## config.mk

```make
export PLATFORM = sky130hd
export DESIGN_NAME = websocket_frame_deframer_core_flat
export DESIGN_NICKNAME = d
export VERILOG_FILES = /design/src/rtl/wsfd_pkg.sv /design/src/rtl/wsfd_if.sv /design/src/rtl/wsfd_front.sv /design/src/rtl/wsfd_queue.sv /design/src/rtl/wsfd_back.sv /design/src/rtl/websocket_frame_deframer_core.sv /design/src/flat_wrapper.sv
export SDC_FILE = /design/constraint.sdc
export NUM_CORES = 1
export LEC_CHECK = 0
export BUFFER_PORTS_ARGS = -buffer_cell sky130_fd_sc_hd__buf_2
export CELL_PAD_IN_SITES_DETAIL_PLACEMENT = 2
export CELL_PAD_IN_SITES_GLOBAL_PLACEMENT = 2
export CORE_MARGIN = 3
export CORE_UTILIZATION = 41
export DETAILED_ROUTE_END_ITERATION = 16
export PLACE_DENSITY_LB_ADDON = 0.1
export SLEW_MARGIN = 10
export SYNTH_ARGS = -nofsm -noshare
export SYNTH_HDL_FRONTEND = slang
export SYNTH_HIERARCHICAL = 1
export SYNTH_SLANG_ARGS = --single-unit
```

## constraint.sdc

```tcl
create_clock -name clock -period 6.7 [get_ports clock]
set_input_delay 1.005 -clock clock [delete_from_list [all_inputs] [get_ports clock]]
set_output_delay 1.005 -clock clock [all_outputs]
set_load 0.01 [all_outputs]
```

## src/rtl/wsfd_pkg.sv

```systemverilog
// shared types, constants and helpers of the websocket frame deframer
package wsfd_pkg;

   localparam int LENGTH_WIDTH = 64;
   localparam int QUEUE_DEPTH  = 4;
   localparam int QUEUE_AW     = $clog2(QUEUE_DEPTH);

   localparam logic [3:0] OP_CONT  = 4'd0;
   localparam logic [3:0] OP_TEXT  = 4'd1;
   localparam logic [3:0] OP_BIN   = 4'd2;
   localparam logic [3:0] OP_CLOSE = 4'd8;

   localparam logic [6:0] LEN_EXT16 = 7'd126;
   localparam logic [6:0] LEN_EXT64 = 7'd127;

   localparam logic [3:0] EXT16_BYTES = 4'd2;
   localparam logic [3:0] EXT64_BYTES = 4'd8;
   localparam logic [3:0] KEY_BYTES   = 4'd4;

   localparam logic [1:0] TYPE_UNKNOWN = 2'd0;
   localparam logic [1:0] TYPE_TEXT    = 2'd1;
   localparam logic [1:0] TYPE_BINARY  = 2'd2;

   typedef struct packed {
      logic [7:0] data;
      logic [7:0] key;
      logic       byte_valid;
      logic [1:0] message_type;
      logic       end_of_message;
      logic       close_seen;
   } cmd_type;

   typedef struct packed {
      logic full;
      logic empty;
   } queue_status_type;

   function automatic logic [1:0] type_code(input logic [3:0] opcode);
      logic [1:0] code;
      code = TYPE_UNKNOWN;
      if (opcode == OP_TEXT) begin
         code = TYPE_TEXT;
      end else if (opcode == OP_BIN) begin
         code = TYPE_BINARY;
      end
      return code;
   endfunction

endpackage

```

## src/rtl/wsfd_if.sv

```systemverilog
// valid/ready channel interfaces for received bytes and deframed results
interface wsfd_req_if (input logic clock);
   logic       valid;
   logic       ready;
   logic [7:0] in_byte;

   modport source (output valid, output in_byte, input ready);
   modport sink (input valid, input in_byte, output ready);
endinterface

interface wsfd_rsp_if (input logic clock);
   logic       valid;
   logic       ready;
   logic [7:0] out_byte;
   logic       byte_valid;
   logic [1:0] message_type;
   logic       end_of_message;
   logic       close_seen;

   modport source (output valid, output out_byte, output byte_valid, output message_type,
                   output end_of_message, output close_seen, input ready);
   modport sink (input valid, input out_byte, input byte_valid, input message_type,
                 input end_of_message, input close_seen, output ready);
endinterface

```

## src/rtl/wsfd_front.sv

```systemverilog
// frame header parser that turns received bytes into result commands
module wsfd_front (
   input  logic                      clock,
   input  logic                      reset,
   input  logic                      accept,
   input  logic [7:0]                in_byte,
   output logic                      push,
   output wsfd_pkg::cmd_type         push_cmd
);

   typedef enum logic [2:0] {
      PH_HEAD0,
      PH_HEAD1,
      PH_EXTLEN,
      PH_KEY,
      PH_PAYLOAD,
      PH_STOP
   } phase_type;

   phase_type                             phase_ff, phase_in;
   logic [3:0]                            cnt_ff, cnt_in;
   logic                                  final_ff, final_in;
   logic                                  masked_ff, masked_in;
   logic [3:0]                            opcode_ff, opcode_in;
   logic [3:0]                            msg_op_ff, msg_op_in;
   logic [wsfd_pkg::LENGTH_WIDTH-1:0]     rem_ff, rem_in;
   logic [31:0]                           key_ff, key_in;
   logic [1:0]                            kidx_ff, kidx_in;
   logic                                  skip_ff, skip_in;
   logic                                  do_after;
   logic                                  do_finish;
   logic                                  last;
   logic [6:0]                            len7;
   logic [7:0]                            kb;

   always_comb begin
      case (kidx_ff)
         2'd0:    kb = key_ff[31:24];
         2'd1:    kb = key_ff[23:16];
         2'd2:    kb = key_ff[15:8];
         default: kb = key_ff[7:0];
      endcase
   end

   assign len7 = in_byte[6:0];

   always_comb begin
      phase_in  = phase_ff;
      cnt_in    = cnt_ff;
      final_in  = final_ff;
      masked_in = masked_ff;
      opcode_in = opcode_ff;
      msg_op_in = msg_op_ff;
      rem_in    = rem_ff;
      key_in    = key_ff;
      kidx_in   = kidx_ff;
      skip_in   = skip_ff;
      do_after  = 1'b0;
      do_finish = 1'b0;
      last      = 1'b0;
      push      = 1'b0;
      push_cmd  = '0;
      if (accept) begin
         unique case (phase_ff)
            PH_HEAD0: begin
               final_in  = in_byte[7];
               opcode_in = in_byte[3:0];
               phase_in  = PH_HEAD1;
            end
            PH_HEAD1: begin
               masked_in = in_byte[7];
               if (opcode_ff == wsfd_pkg::OP_CLOSE) begin
                  phase_in              = PH_STOP;
                  push                  = 1'b1;
                  push_cmd.close_seen   = 1'b1;
                  push_cmd.message_type = wsfd_pkg::type_code(msg_op_ff);
               end else begin
                  skip_in = (opcode_ff > wsfd_pkg::OP_BIN);
                  if ((len7 == wsfd_pkg::LEN_EXT16) || (len7 == wsfd_pkg::LEN_EXT64)) begin
                     rem_in   = '0;
                     cnt_in   = (len7 == wsfd_pkg::LEN_EXT16) ? wsfd_pkg::EXT16_BYTES
                                                              : wsfd_pkg::EXT64_BYTES;
                     phase_in = PH_EXTLEN;
                  end else begin
                     rem_in   = wsfd_pkg::LENGTH_WIDTH'(len7);
                     do_after = 1'b1;
                  end
               end
            end
            PH_EXTLEN: begin
               rem_in = {rem_ff[wsfd_pkg::LENGTH_WIDTH-9:0], in_byte};
               cnt_in = cnt_ff - 4'd1;
               if (cnt_in == 4'd0) begin
                  do_after = 1'b1;
               end
            end
            PH_KEY: begin
               key_in = {key_ff[23:0], in_byte};
               cnt_in = cnt_ff - 4'd1;
               if (cnt_in == 4'd0) begin
                  do_finish = 1'b1;
               end
            end
            PH_PAYLOAD: begin
               kidx_in = kidx_ff + 2'd1;
               rem_in  = rem_ff - wsfd_pkg::LENGTH_WIDTH'(1);
               last    = (rem_in == '0);
               if (last) begin
                  phase_in = PH_HEAD0;
               end
               if (!skip_ff) begin
                  push                    = 1'b1;
                  push_cmd.data           = in_byte;
                  push_cmd.key            = kb;
                  push_cmd.byte_valid     = 1'b1;
                  push_cmd.message_type   = wsfd_pkg::type_code(msg_op_ff);
                  push_cmd.end_of_message = last && final_ff;
                  if (last && final_ff) begin
                     msg_op_in = wsfd_pkg::OP_CONT;
                  end
               end
            end
            PH_STOP: begin
            end
            default: begin
            end
         endcase
      end
      if (do_after) begin
         key_in = '0;
         if (masked_in) begin
            cnt_in   = wsfd_pkg::KEY_BYTES;
            phase_in = PH_KEY;
         end else begin
            do_finish = 1'b1;
         end
      end
      if (do_finish) begin
         kidx_in = 2'd0;
         if (!skip_in && (msg_op_ff == wsfd_pkg::OP_CONT) && (opcode_ff != wsfd_pkg::OP_CONT)) begin
            msg_op_in = opcode_ff;
         end
         if (rem_in == '0) begin
            phase_in = PH_HEAD0;
            if (!skip_in && final_ff) begin
               push                    = 1'b1;
               push_cmd.end_of_message = 1'b1;
               push_cmd.message_type   = wsfd_pkg::type_code(msg_op_in);
               msg_op_in               = wsfd_pkg::OP_CONT;
            end
         end else begin
            phase_in = PH_PAYLOAD;
         end
      end
   end

   always_ff @(posedge clock) begin
      if (reset) begin
         phase_ff  <= PH_HEAD0;
         cnt_ff    <= '0;
         final_ff  <= 1'b0;
         masked_ff <= 1'b0;
         opcode_ff <= '0;
         msg_op_ff <= '0;
         rem_ff    <= '0;
         key_ff    <= '0;
         kidx_ff   <= '0;
         skip_ff   <= 1'b0;
      end else begin
         phase_ff  <= phase_in;
         cnt_ff    <= cnt_in;
         final_ff  <= final_in;
         masked_ff <= masked_in;
         opcode_ff <= opcode_in;
         msg_op_ff <= msg_op_in;
         rem_ff    <= rem_in;
         key_ff    <= key_in;
         kidx_ff   <= kidx_in;
         skip_ff   <= skip_in;
      end
   end

   // once stopped the parser never leaves the stop phase
   assert property (@(posedge clock) disable iff (reset)
      (phase_ff == PH_STOP) |=> (phase_ff == PH_STOP))
      else $error("parser left stop phase");

   assert property (@(posedge clock) disable iff (reset)
      (phase_ff == PH_STOP) |-> !push)
      else $error("command issued after close");

   assert property (@(posedge clock) disable iff (reset)
      (push && push_cmd.byte_valid) |-> (phase_ff == PH_PAYLOAD) && !skip_ff)
      else $error("payload byte issued outside a delivered payload");

   assert property (@(posedge clock) disable iff (reset)
      push |-> $countones({push_cmd.byte_valid, push_cmd.close_seen}) <= 1)
      else $error("close command carries a payload byte");

endmodule

```

## src/rtl/wsfd_queue.sv

```systemverilog
// short command queue between the parser and the output stage
module wsfd_queue (
   input  logic                          clock,
   input  logic                          reset,
   input  logic                          push,
   input  wsfd_pkg::cmd_type             push_cmd,
   input  logic                          pop,
   output wsfd_pkg::cmd_type             pop_cmd,
   output wsfd_pkg::queue_status_type    status
);

   wsfd_pkg::cmd_type               mem [wsfd_pkg::QUEUE_DEPTH];
   logic [wsfd_pkg::QUEUE_AW-1:0]   wr_ptr_ff, wr_ptr_in;
   logic [wsfd_pkg::QUEUE_AW-1:0]   rd_ptr_ff, rd_ptr_in;
   logic [wsfd_pkg::QUEUE_AW:0]     count_ff, count_in;

   assign status.full  = (count_ff == (wsfd_pkg::QUEUE_AW+1)'(wsfd_pkg::QUEUE_DEPTH));
   assign status.empty = (count_ff == '0);
   assign pop_cmd      = mem[rd_ptr_ff];

   always_comb begin
      wr_ptr_in = push ? wr_ptr_ff + wsfd_pkg::QUEUE_AW'(1) : wr_ptr_ff;
      rd_ptr_in = pop ? rd_ptr_ff + wsfd_pkg::QUEUE_AW'(1) : rd_ptr_ff;
      count_in  = count_ff;
      if (push && !pop) begin
         count_in = count_ff + (wsfd_pkg::QUEUE_AW+1)'(1);
      end else if (pop && !push) begin
         count_in = count_ff - (wsfd_pkg::QUEUE_AW+1)'(1);
      end
   end

   always_ff @(posedge clock) begin
      if (push) begin
         mem[wr_ptr_ff] <= push_cmd;
      end
   end

   always_ff @(posedge clock) begin
      if (reset) begin
         wr_ptr_ff <= '0;
         rd_ptr_ff <= '0;
         count_ff  <= '0;
      end else begin
         wr_ptr_ff <= wr_ptr_in;
         rd_ptr_ff <= rd_ptr_in;
         count_ff  <= count_in;
      end
   end

   assert property (@(posedge clock) disable iff (reset)
      status.full |-> !push || pop)
      else $error("push into full queue");

   assert property (@(posedge clock) disable iff (reset)
      status.empty |-> !pop)
      else $error("pop from empty queue");

   assert property (@(posedge clock) disable iff (reset)
      count_ff <= (wsfd_pkg::QUEUE_AW+1)'(wsfd_pkg::QUEUE_DEPTH))
      else $error("queue count out of range");

endmodule

```

## src/rtl/wsfd_back.sv

```systemverilog
// output stage that unmasks payload bytes and holds each result transaction
module wsfd_back (
   input  logic                          clock,
   input  logic                          reset,
   input  wsfd_pkg::cmd_type             pop_cmd,
   input  wsfd_pkg::queue_status_type    status,
   output logic                          pop,
   wsfd_rsp_if.source                    rsp
);

   logic        valid_ff, valid_in;
   logic [7:0]  byte_ff;
   logic        bvalid_ff;
   logic [1:0]  type_ff;
   logic        eom_ff;
   logic        close_ff;

   assign pop      = !status.empty && (!valid_ff || rsp.ready);
   assign valid_in = pop || (valid_ff && !rsp.ready);

   always_ff @(posedge clock) begin
      if (reset) begin
         valid_ff <= 1'b0;
      end else begin
         valid_ff <= valid_in;
      end
      if (pop) begin
         byte_ff   <= pop_cmd.data ^ pop_cmd.key;
         bvalid_ff <= pop_cmd.byte_valid;
         type_ff   <= pop_cmd.message_type;
         eom_ff    <= pop_cmd.end_of_message;
         close_ff  <= pop_cmd.close_seen;
      end
   end

   assign rsp.valid          = valid_ff;
   assign rsp.out_byte       = byte_ff;
   assign rsp.byte_valid     = bvalid_ff;
   assign rsp.message_type   = type_ff;
   assign rsp.end_of_message = eom_ff;
   assign rsp.close_seen     = close_ff;

   assert property (@(posedge clock) disable iff (reset)
      (valid_ff && !rsp.ready) |-> !pop)
      else $error("held result overwritten");

   assert property (@(posedge clock) disable iff (reset)
      (!valid_ff && !status.empty) |-> pop)
      else $error("output stage idle while commands wait");

   assert property (@(posedge clock) disable iff (reset)
      (pop && pop_cmd.close_seen) |=> !rsp.byte_valid)
      else $error("close result carries a payload byte");

endmodule

```

## src/rtl/websocket_frame_deframer_core.sv

```systemverilog
// top level of the websocket frame deframer
// Takes received bytes and parses WebSocket frames: header, 16 or
// 64 bit extended length, optional masking key, then payload bytes which come
// out unmasked with message type and end of message flags. An empty final data
// frame gives a marker with no byte, a close frame gives one close result and
// stops the parser until reset, and payloads of all other non-data opcodes are
// dropped. A byte is accepted in every cycle while the four-entry command queue
// has room, so the rate is one byte per clock while results are taken; the
// header and length parse is a single registered step per byte. A result passes
// through the command queue into the output register, held there until taken.
module websocket_frame_deframer_core (
   input  logic          clock,
   input  logic          reset,
   wsfd_req_if.sink      req_bus,
   wsfd_rsp_if.source    rsp_bus
);

   logic                          accept;
   logic                          push;
   logic                          pop;
   wsfd_pkg::cmd_type             push_cmd;
   wsfd_pkg::cmd_type             pop_cmd;
   wsfd_pkg::queue_status_type    status;

   assign req_bus.ready = !status.full;
   assign accept        = req_bus.valid && !status.full;

   wsfd_front u_front (
      .clock    (clock),
      .reset    (reset),
      .accept   (accept),
      .in_byte  (req_bus.in_byte),
      .push     (push),
      .push_cmd (push_cmd)
   );

   wsfd_queue u_queue (
      .clock    (clock),
      .reset    (reset),
      .push     (push),
      .push_cmd (push_cmd),
      .pop      (pop),
      .pop_cmd  (pop_cmd),
      .status   (status)
   );

   wsfd_back u_back (
      .clock   (clock),
      .reset   (reset),
      .pop_cmd (pop_cmd),
      .status  (status),
      .pop     (pop),
      .rsp     (rsp_bus)
   );

endmodule
```

## src/flat_wrapper.sv

```systemverilog
// flat-port wrapper written by rule: the top's interface ports become plain ports
module websocket_frame_deframer_core_flat 
  (clock, reset, req_bus_valid, req_bus_in_byte, req_bus_ready, rsp_bus_valid, rsp_bus_out_byte, rsp_bus_byte_valid, rsp_bus_message_type, rsp_bus_end_of_message, rsp_bus_close_seen, rsp_bus_ready);
  wsfd_req_if req_bus_i (.clock(clock));
  wsfd_rsp_if rsp_bus_i (.clock(clock));
  input  logic clock;
  input  logic reset;
  input wire logic [$bits(req_bus_i.valid)-1:0] req_bus_valid;
  input wire logic [$bits(req_bus_i.in_byte)-1:0] req_bus_in_byte;
  output wire logic [$bits(req_bus_i.ready)-1:0] req_bus_ready;
  output wire logic [$bits(rsp_bus_i.valid)-1:0] rsp_bus_valid;
  output wire logic [$bits(rsp_bus_i.out_byte)-1:0] rsp_bus_out_byte;
  output wire logic [$bits(rsp_bus_i.byte_valid)-1:0] rsp_bus_byte_valid;
  output wire logic [$bits(rsp_bus_i.message_type)-1:0] rsp_bus_message_type;
  output wire logic [$bits(rsp_bus_i.end_of_message)-1:0] rsp_bus_end_of_message;
  output wire logic [$bits(rsp_bus_i.close_seen)-1:0] rsp_bus_close_seen;
  input wire logic [$bits(rsp_bus_i.ready)-1:0] rsp_bus_ready;
  assign req_bus_i.valid = req_bus_valid;
  assign req_bus_i.in_byte = req_bus_in_byte;
  assign req_bus_ready = req_bus_i.ready;
  assign rsp_bus_valid = rsp_bus_i.valid;
  assign rsp_bus_out_byte = rsp_bus_i.out_byte;
  assign rsp_bus_byte_valid = rsp_bus_i.byte_valid;
  assign rsp_bus_message_type = rsp_bus_i.message_type;
  assign rsp_bus_end_of_message = rsp_bus_i.end_of_message;
  assign rsp_bus_close_seen = rsp_bus_i.close_seen;
  assign rsp_bus_i.ready = rsp_bus_ready;
  websocket_frame_deframer_core u_core (.clock(clock), .reset(reset), .req_bus(req_bus_i), .rsp_bus(rsp_bus_i));
endmodule
```

### Yosys cells after proc, flatten, opt, wreduce, memory -nomap -nowiden

Memories as Yosys holds them, arrays and structs flattened. A register that Yosys moved wholly into a read port is not among the register bits.
Index checks and enable logic that the tools add are counted.

| storage, ports and cells | value |
|---|---|
| input bits | 12 |
| memories | 1 |
| register bits after elaboration | 137 |
| word-level logic and storage cells | 148 |
| memory bits (writable) | 84 |
| output and inout bits | 15 |

Memories:

| memory | depth | width | read ports | clocked after Yosys merged registers in | write ports | RTL line | RTL |
|---|---|---|---|---|---|---|---|
| u_core.u_queue.mem | 4 | 21 | 1 | 1 | 1 | wsfd_queue.sv:12 | `wsfd_pkg::cmd_type mem [wsfd_pkg::QUEUE_DEPTH];` |

| operators by class | value |
|---|---|
| muxes and demuxes | 71 |
| add/subtract/negate cells | 7 |
| order comparisons | 1 |
| equal/unequal tests | 14 |
| reduce and logical (&&, ||, !) cells | 34 |
| bitwise logic cells | 1 |

Operator list:

| operator | count |
|---|---|
| $pmux W64 S3 | 1 |
| $logic_not A64 Y1 | 2 |
| $mux W64 | 2 |
| $sub A64 B1 Y64 const B | 1 |
| $mux W4 | 15 |
| $mux W3 | 13 |
| $pmux W8 S3 | 1 |
| $mux W1 | 23 |
| $mux W21 | 1 |
| $mux W20 | 1 |
| $mux W17 | 1 |
| $eq A7 B7 Y1 const B | 2 |
| $mux W2 | 7 |
| $logic_and A1 B1 Y1 | 9 |
| $pmux W3 S3 | 1 |
| $eq A4 B1 Y1 const B | 2 |
| $eq A4 B2 Y1 const B | 2 |
| $logic_not A4 Y1 | 2 |
| $pmux W4 S2 | 1 |
| $xor A8 B8 Y8 | 1 |
| $logic_not A1 Y1 | 7 |
| $mux W7 | 1 |
| $add A2 B1 Y2 const B | 3 |
| $eq A3 B2 Y1 const B | 2 |
| other kinds (18) | 27 |

### Depth between registers and ports, before layout

| depth | value |
|---|---|
| word-level depth | 15 |
| gate-level depth with buffers | 22 |
| gate-level depth less buffers | 18 |

### Cells and area by module

Netlist, hierarchy kept.

By module, submodules not included:

| module | area each (µm²) | times used | sequential area each (µm²) | cells an instance |
|---|---|---|---|---|
| wsfd_front | 8704.6 | 1 | 2322.2 | 1216 |
| wsfd_queue | 3460.8 | 1 | 2702.6 | 153 |
| wsfd_back | 516.7 | 1 | 410.4 | 25 |
| websocket_frame_deframer_core | 10.0 | 1 | 0.0 | 2 |

### Least setup slack after synthesis

Ideal clock, no wire load.

| path | value |
|---|---|
| path kind | input port to flip-flop |
| start | in req_bus_valid |
| end | reg u_core/u_queue/count_ff[2] in the netlist's numbering |
| data required time | 6.630 ns |
| setup slack | 1.407 ns |
| arrival | 5.223 ns |
| cell stages on the path | 19 |
| path buffers | 3 |
| library setup time | 0.070 ns |
| cell sequence | nor2b_1 > nand4bb_1 > clkbuf_1 > o22a_1 > clkbuf_1 > clkbuf_1 > a222oi_1 > nand4_1 > or4_1 > nor4_1 > nand4b_1 > nor4_2 > or2_1 > ha_1 > inv_1 > fa_1 > xor2_1 > or3_1 > a21oi_1 |

| between the ends | value |
|---|---|
| cells in the longest elaborated chain, start to end | 10 |
| elaborated cells on any way between the ends | 20 |
| those cells by class | mux (12); reduce/logical (8) |

RTL lines:

| what | RTL line | RTL |
|---|---|---|
| start, declared | flat_wrapper.sv:8 | `input wire logic [$bits(req_bus_i.valid)-1:0] req_bus_valid;` |
| $logic_and A1 B1 Y1 * | websocket_frame_deframer_core.sv:26 | `assign accept = req_bus.valid && !status.full;` |
| branches (longest 5 deep; another with $mux W64) | - |  |
| $mux W1 * | wsfd_front.sv:138 | `if (do_finish) begin` |
| named net u_core.push | websocket_frame_deframer_core.sv:19 | `logic push;` |
| $logic_not A1 Y1 | wsfd_queue.sv:27 | `end else if (pop && !push) begin` |
| $logic_and A1 B1 Y1 | wsfd_queue.sv:27 |  |
| $reduce_bool A2 Y1 (no line) | - |  |
| end signal, assigned | wsfd_queue.sv:46 | `count_ff <= count_in;` |
| end, declared | wsfd_queue.sv:15 | `logic [wsfd_pkg::QUEUE_AW:0] count_ff, count_in;` |

Mark *: on every way through the listed nets, which the timed path passes.
A chain may end at the register's enable or synchronous reset.

### Worst setup path in the final report

| path | value |
|---|---|
| start | reg u_core/u_front/rem_ff[0] in the netlist's numbering |
| end | reg u_core/u_queue/count_ff[2] in the netlist's numbering |

| between the ends | value |
|---|---|
| cells in the longest elaborated chain, start to end | 9 |
| elaborated cells on any way between the ends | 12 |
| those cells by class | add/sub (1); mux (6); reduce/logical (5) |

RTL lines:

| what | RTL line | RTL |
|---|---|---|
| start, declared | wsfd_front.sv:26 | `logic [wsfd_pkg::LENGTH_WIDTH-1:0] rem_ff, rem_in;` |
| start signal, assigned | wsfd_front.sv:176 | `rem_ff <= rem_in;` |
| $sub A64 B1 Y64 or $mux W64 (tied branches) | wsfd_front.sv:106, wsfd_front.sv:72 |  |
| $pmux W64 S3 | wsfd_front.sv:64 | `unique case (phase_ff)` |
| $mux W64 * | wsfd_front.sv:63 | `if (accept) begin` |
| $logic_not A64 Y1 * | wsfd_front.sv:143 | `if (rem_in == '0) begin` |
| $mux W1 * | wsfd_front.sv:143 |  |
| $mux W1 * | wsfd_front.sv:138 |  |
| named net u_core.push | websocket_frame_deframer_core.sv:19 |  |
| $logic_not A1 Y1 | wsfd_queue.sv:27 |  |
| $logic_and A1 B1 Y1 | wsfd_queue.sv:27 |  |
| $reduce_bool A2 Y1 (no line) | - |  |

The timed path passes the listed nets; every way through them passes the cells marked *.

==> impl_metrics.json <==
{
  "hold_violations": 0,
  "crit_buf_inv": 4,
  "grt_pass1_wl_um": 84000,
  "ys_ff_latch": 223,
  "clkTransAtPathRegs_ns": 0.06,
  "fin_crit_sh_pct": 93.6,
  "regArea_um2": 5440,
  "die_h_um": 182,
  "cts.sinks": 223,
  "p_per_area_nw_per_um2": 582,
  "finalSetupViolations": 0,
  "overflow": 0,
  "syn-mean-instance-area_um2": 9.09,
  "min_period_ns": 6.27,
  "antenna_found_initial": 0,
  "ant_nets": 0,
  "combPwrFrac_pct": 59.9,
  "core_um2": 30100,
  "rsz0062_at_grt": "no",
  "status": "completed",
  "crit_path_top_delay_cell": "or4_4",
  "power.share.clock_pct": 18.0,
  "dieArea_um2": 33100,
  "total_power_mw": 8.25,
  "worst_pin_slew_ns": 1.13,
  "synth_cells": 1396,
  "clock_tree.root_cell": "clkbuf_16",
  "cp_max_fo": 9,
  "drv_slew": 0,
  "cp.required_ns": 7.16,
  "synth_cell_types": 89,
  "cts_resized": 0,
  "cp_num_cells": 20,
  "drc": 0,
  "power.leakage_nw": 5.19,
  "cp_top_family": "simple AND/OR/NAND/NOR gates",
  "start_kind": "flip-flop",
  "drt-wirelength-per-cell_um": 30.8,
  "row_count": 63,
  "max_slew_margin_pct": 22.6,
  "multi_input_area_um2": 6780,
  "cts_inserted_buffers": 27,
  "p_seq_share_pct": 22.1,
  "cts_hold_buf": 0,
  "grt_pass1_vias": 12724,
  "min_delay_path_depth": 2,
  "synth_edf_count": 97,
  "crit_arrival_ns": 6.73,
  "boundaryPins": 27,
  "cts_setup_buffers": 0,
  "fin_skew_ns": 0.0116,
  "finalWirelength_um": 55700,
  "netlist_area_um2": 12700,
  "syn_to_final_growth_pct": 11.8,
  "fin_nets": 1424,
  "ys_warn_count": 6,
  "cts.htree.levels": 1,
  "fmax_mhz": 159,
  "insertion_delay_ns": 0.54,
  "nFillCells": 3231,
  "critPathKind": "flip-flop to flip-flop",
  "crit_chain": "inv_1, ha_1, nor4b_4, buf_4, nand4_1, buf_4, or4_4, o211a_1, a211oi_2, nand2_1, nor4_1, nand4b_1, nor4_2, or2_1, ha_1, inv_1, fa_1, xor2_1, or3_1, a21oi_1",
  "drt_first_pass_iters": 6,
  "start_util_pct": 42.2,
  "fin_setup_tns_ns": 0,
  "p_sw_mw": 4.18,
  "grt_max_degree": 51,
  "first_iter_violations": 1195,
  "syn_nets": 1422,
  "gp_congestion": 0.966,
  "synth_seq_area_share_pct": 42.8,
  "track_usage_pct": 32.9,
  "antennaDiodeCount": 0,
  "rr_worst_depth": 20,
  "hold_class": "flip-flop to flip-flop",
  "ys_async_sr_fraction_pct": 0,
  "cts_tree": "done",
  "die_w_um": 182,
  "cp-end-kind": "flip-flop",
  "synthFlopType": "dfxtp_1",
  "vias": 12176,
  "drt-vias-per-instance": 6.73,
  "drv_cap": 0,
  "cpPeakStageDelay_ns": 0.60,
  "clk_path_buf_depth": 3,
  "holdWs_ns": 0.451,
  "dpl.hpwl_um": 39300,
  "drive_above_1_share_pct": 12.7,
  "intPower_mw": 4.07,
  "port_buffers": 26,
  "vdd_drop_max_uv": 240,
  "fin_util_pct": 47.1,
  "switching_share_pct": 50.7
}
## state kept, by name, summed over array words and instances, names as in the netlist, named ones only
name	flops
u_core/u_back/rsp.byte_valid	1
u_core/u_back/rsp.close_seen	1
u_core/u_back/rsp.end_of_message	1
u_core/u_back/rsp.message_type	2
u_core/u_back/rsp.out_byte	8
u_core/u_back/rsp.valid	1
u_core/u_front/cnt_ff	4
u_core/u_front/final_ff	1
u_core/u_front/key_ff	32
u_core/u_front/kidx_ff	2
u_core/u_front/masked_ff	1
u_core/u_front/msg_op_ff	4
u_core/u_front/opcode_ff	4
u_core/u_front/phase_ff	3
u_core/u_front/rem_ff	64
u_core/u_front/skip_ff	1
u_core/u_queue/count_ff	3
u_core/u_queue/mem	84
u_core/u_queue/rd_ptr_ff	2
u_core/u_queue/wr_ptr_ff	2
## synth_stat cells (13+ instances only)
cell type / n / share of area, %
a21oi_1: 105 / 4.1
a222oi_1: 13 / 1.0
a22oi_1: 16 / 0.95
and2_1: 17 / 0.84
clkbuf_1: 78 / 2.3
dfxtp_1: 126 / 20
edfxtp_1: 97 / 23
ha_1: 13 / 1.3
inv_1: 21 / 0.62
mux4_2: 20 / 3.5
nand2_1: 160 / 4.7
nand3_1: 32 / 1.3
nand4_1: 36 / 1.8
nor2_1: 147 / 4.3
nor2b_1: 15 / 0.74
nor3_1: 49 / 1.9
nor4_1: 51 / 2.5
o21ai_0: 44 / 1.7
or3_1: 18 / 0.89
or4_1: 24 / 1.4
xnor2_1: 19 / 1.3
xor2_1: 27 / 1.9
## worst reg2reg max path, stage by stage (launching register included)
cell	delay, ns
dfxtp_1	0.42
inv_1	0.21
ha_1	0.26
nor4b_4	0.21
buf_4	0.21
nand4_1	0.41
buf_4	0.36
or4_4	0.60
o211a_1	0.24
a211oi_2	0.29
nand2_1	0.11
nor4_1	0.44
nand4b_1	0.31
nor4_2	0.45
or2_1	0.33
ha_1	0.25
inv_1	0.08
fa_1	0.40
xor2_1	0.18
or3_1	0.30
a21oi_1	0.16
## metal layers
| layer | share of wire [%] | wire (um) | track usage, % | vias to the layer above |
|---|---|---|---|---|
| met1 | 42 | 23400 | 44.5 | 6223 |
| met2 | 46 | 25700 | 53.1 | 559 |
| met3 | 8.1 | 4540 | 6.59 | 128 |
| li1 | - | - | - | 5266 |
| met5 | 0 | 0 | 0 | - |
| met4 | 3.7 | 2050 | 10.8 | 0 |
## power by group through the flow
stage / Combinational (mW) / Clock [mW] / Sequential [mW]
after global placement: 4.59 / 0 / 1.82
final: 4.94 / 1.49 / 1.82
after CTS: 4.80 / 1.51 / 1.81
after detailed placement: 4.73 / 0 / 1.84
after floorplan: 3.10 / 0 / 1.72
after global routing: 5.20 / 1.56 / 1.83
## logic make-up (layout without fill, tap and decap cells)
kind of cell,count (synthesis),after routing,synth area share [%]
flops,223,223,42.8
xor+xnor,46,46,3.17
fa+ha+maj,14,14,1.44
buf+inv,125,148,4.11
simple gates,666,666,28.6
compound gates,288,288,15.1
mux,34,34,4.79
## placed cells by master (no fill, tap or decap), drive strengths merged, types with 18 or more instances in the layout
master	Yosys	layout
a21oi	106	106
and2	18	18
buf	26	77
clkbuf	78	32
dfxtp	126	126
edfxtp	97	97
inv	21	22
mux4	21	21
nand2	161	161
nand3	34	34
nand4	37	37
nor2	147	147
nor3	53	53
nor4	58	58
o21ai	48	48
or3	18	18
or4	26	26
xnor2	19	19
xor2	27	27
## path summary, 6_finish.rpt
kind                                     startpoint                                      end  slack, ns
min          u_core/u_front/key_ff[26]$_SDFFE_PP0P_   u_core/u_front/key_ff[26]$_SDFFE_PP0P_       0.45
max             u_core/u_front/rem_ff[0]$_SDFF_PP0_  u_core/u_queue/count_ff[2]$_SDFFE_PP0P_       0.43
min reg2reg  u_core/u_front/key_ff[26]$_SDFFE_PP0P_   u_core/u_front/key_ff[26]$_SDFFE_PP0P_       0.45
max reg2reg     u_core/u_front/rem_ff[0]$_SDFF_PP0_  u_core/u_queue/count_ff[2]$_SDFFE_PP0P_       0.43
## layout make-up
| class | count | share of cell area [%] |
|---|---|---|
| multi-input combinational | 1048 | 47.8 |
| timing repair buffer | 77 | 3.72 |
| inverter | 21 | 0.556 |
| tap | 390 | 3.44 |
| clock inverter | 18 | 1.24 |
| clock buffer | 32 | 4.97 |
| sequential | 223 | 38.3 |
## through the flow
| step | area [um^2] | cells | setup slack (ns) |
|---|---|---|---|
| 2_1_floorplan | 12700 | 1396 | 1.41 |
| 3_3_place_gp | 13300 | 1759 | 0.561 |
| 3_5_place_dp | 13300 | 1759 | 0.430 |
| 4_1_cts | 14200 | 1809 | 0.513 |
| 5_1_grt | 14200 | 1809 | 0.195 |
| 6_report | 14200 | 1809 | 0.430 |
No activity file was read; power rests on OpenSTA's default activity.
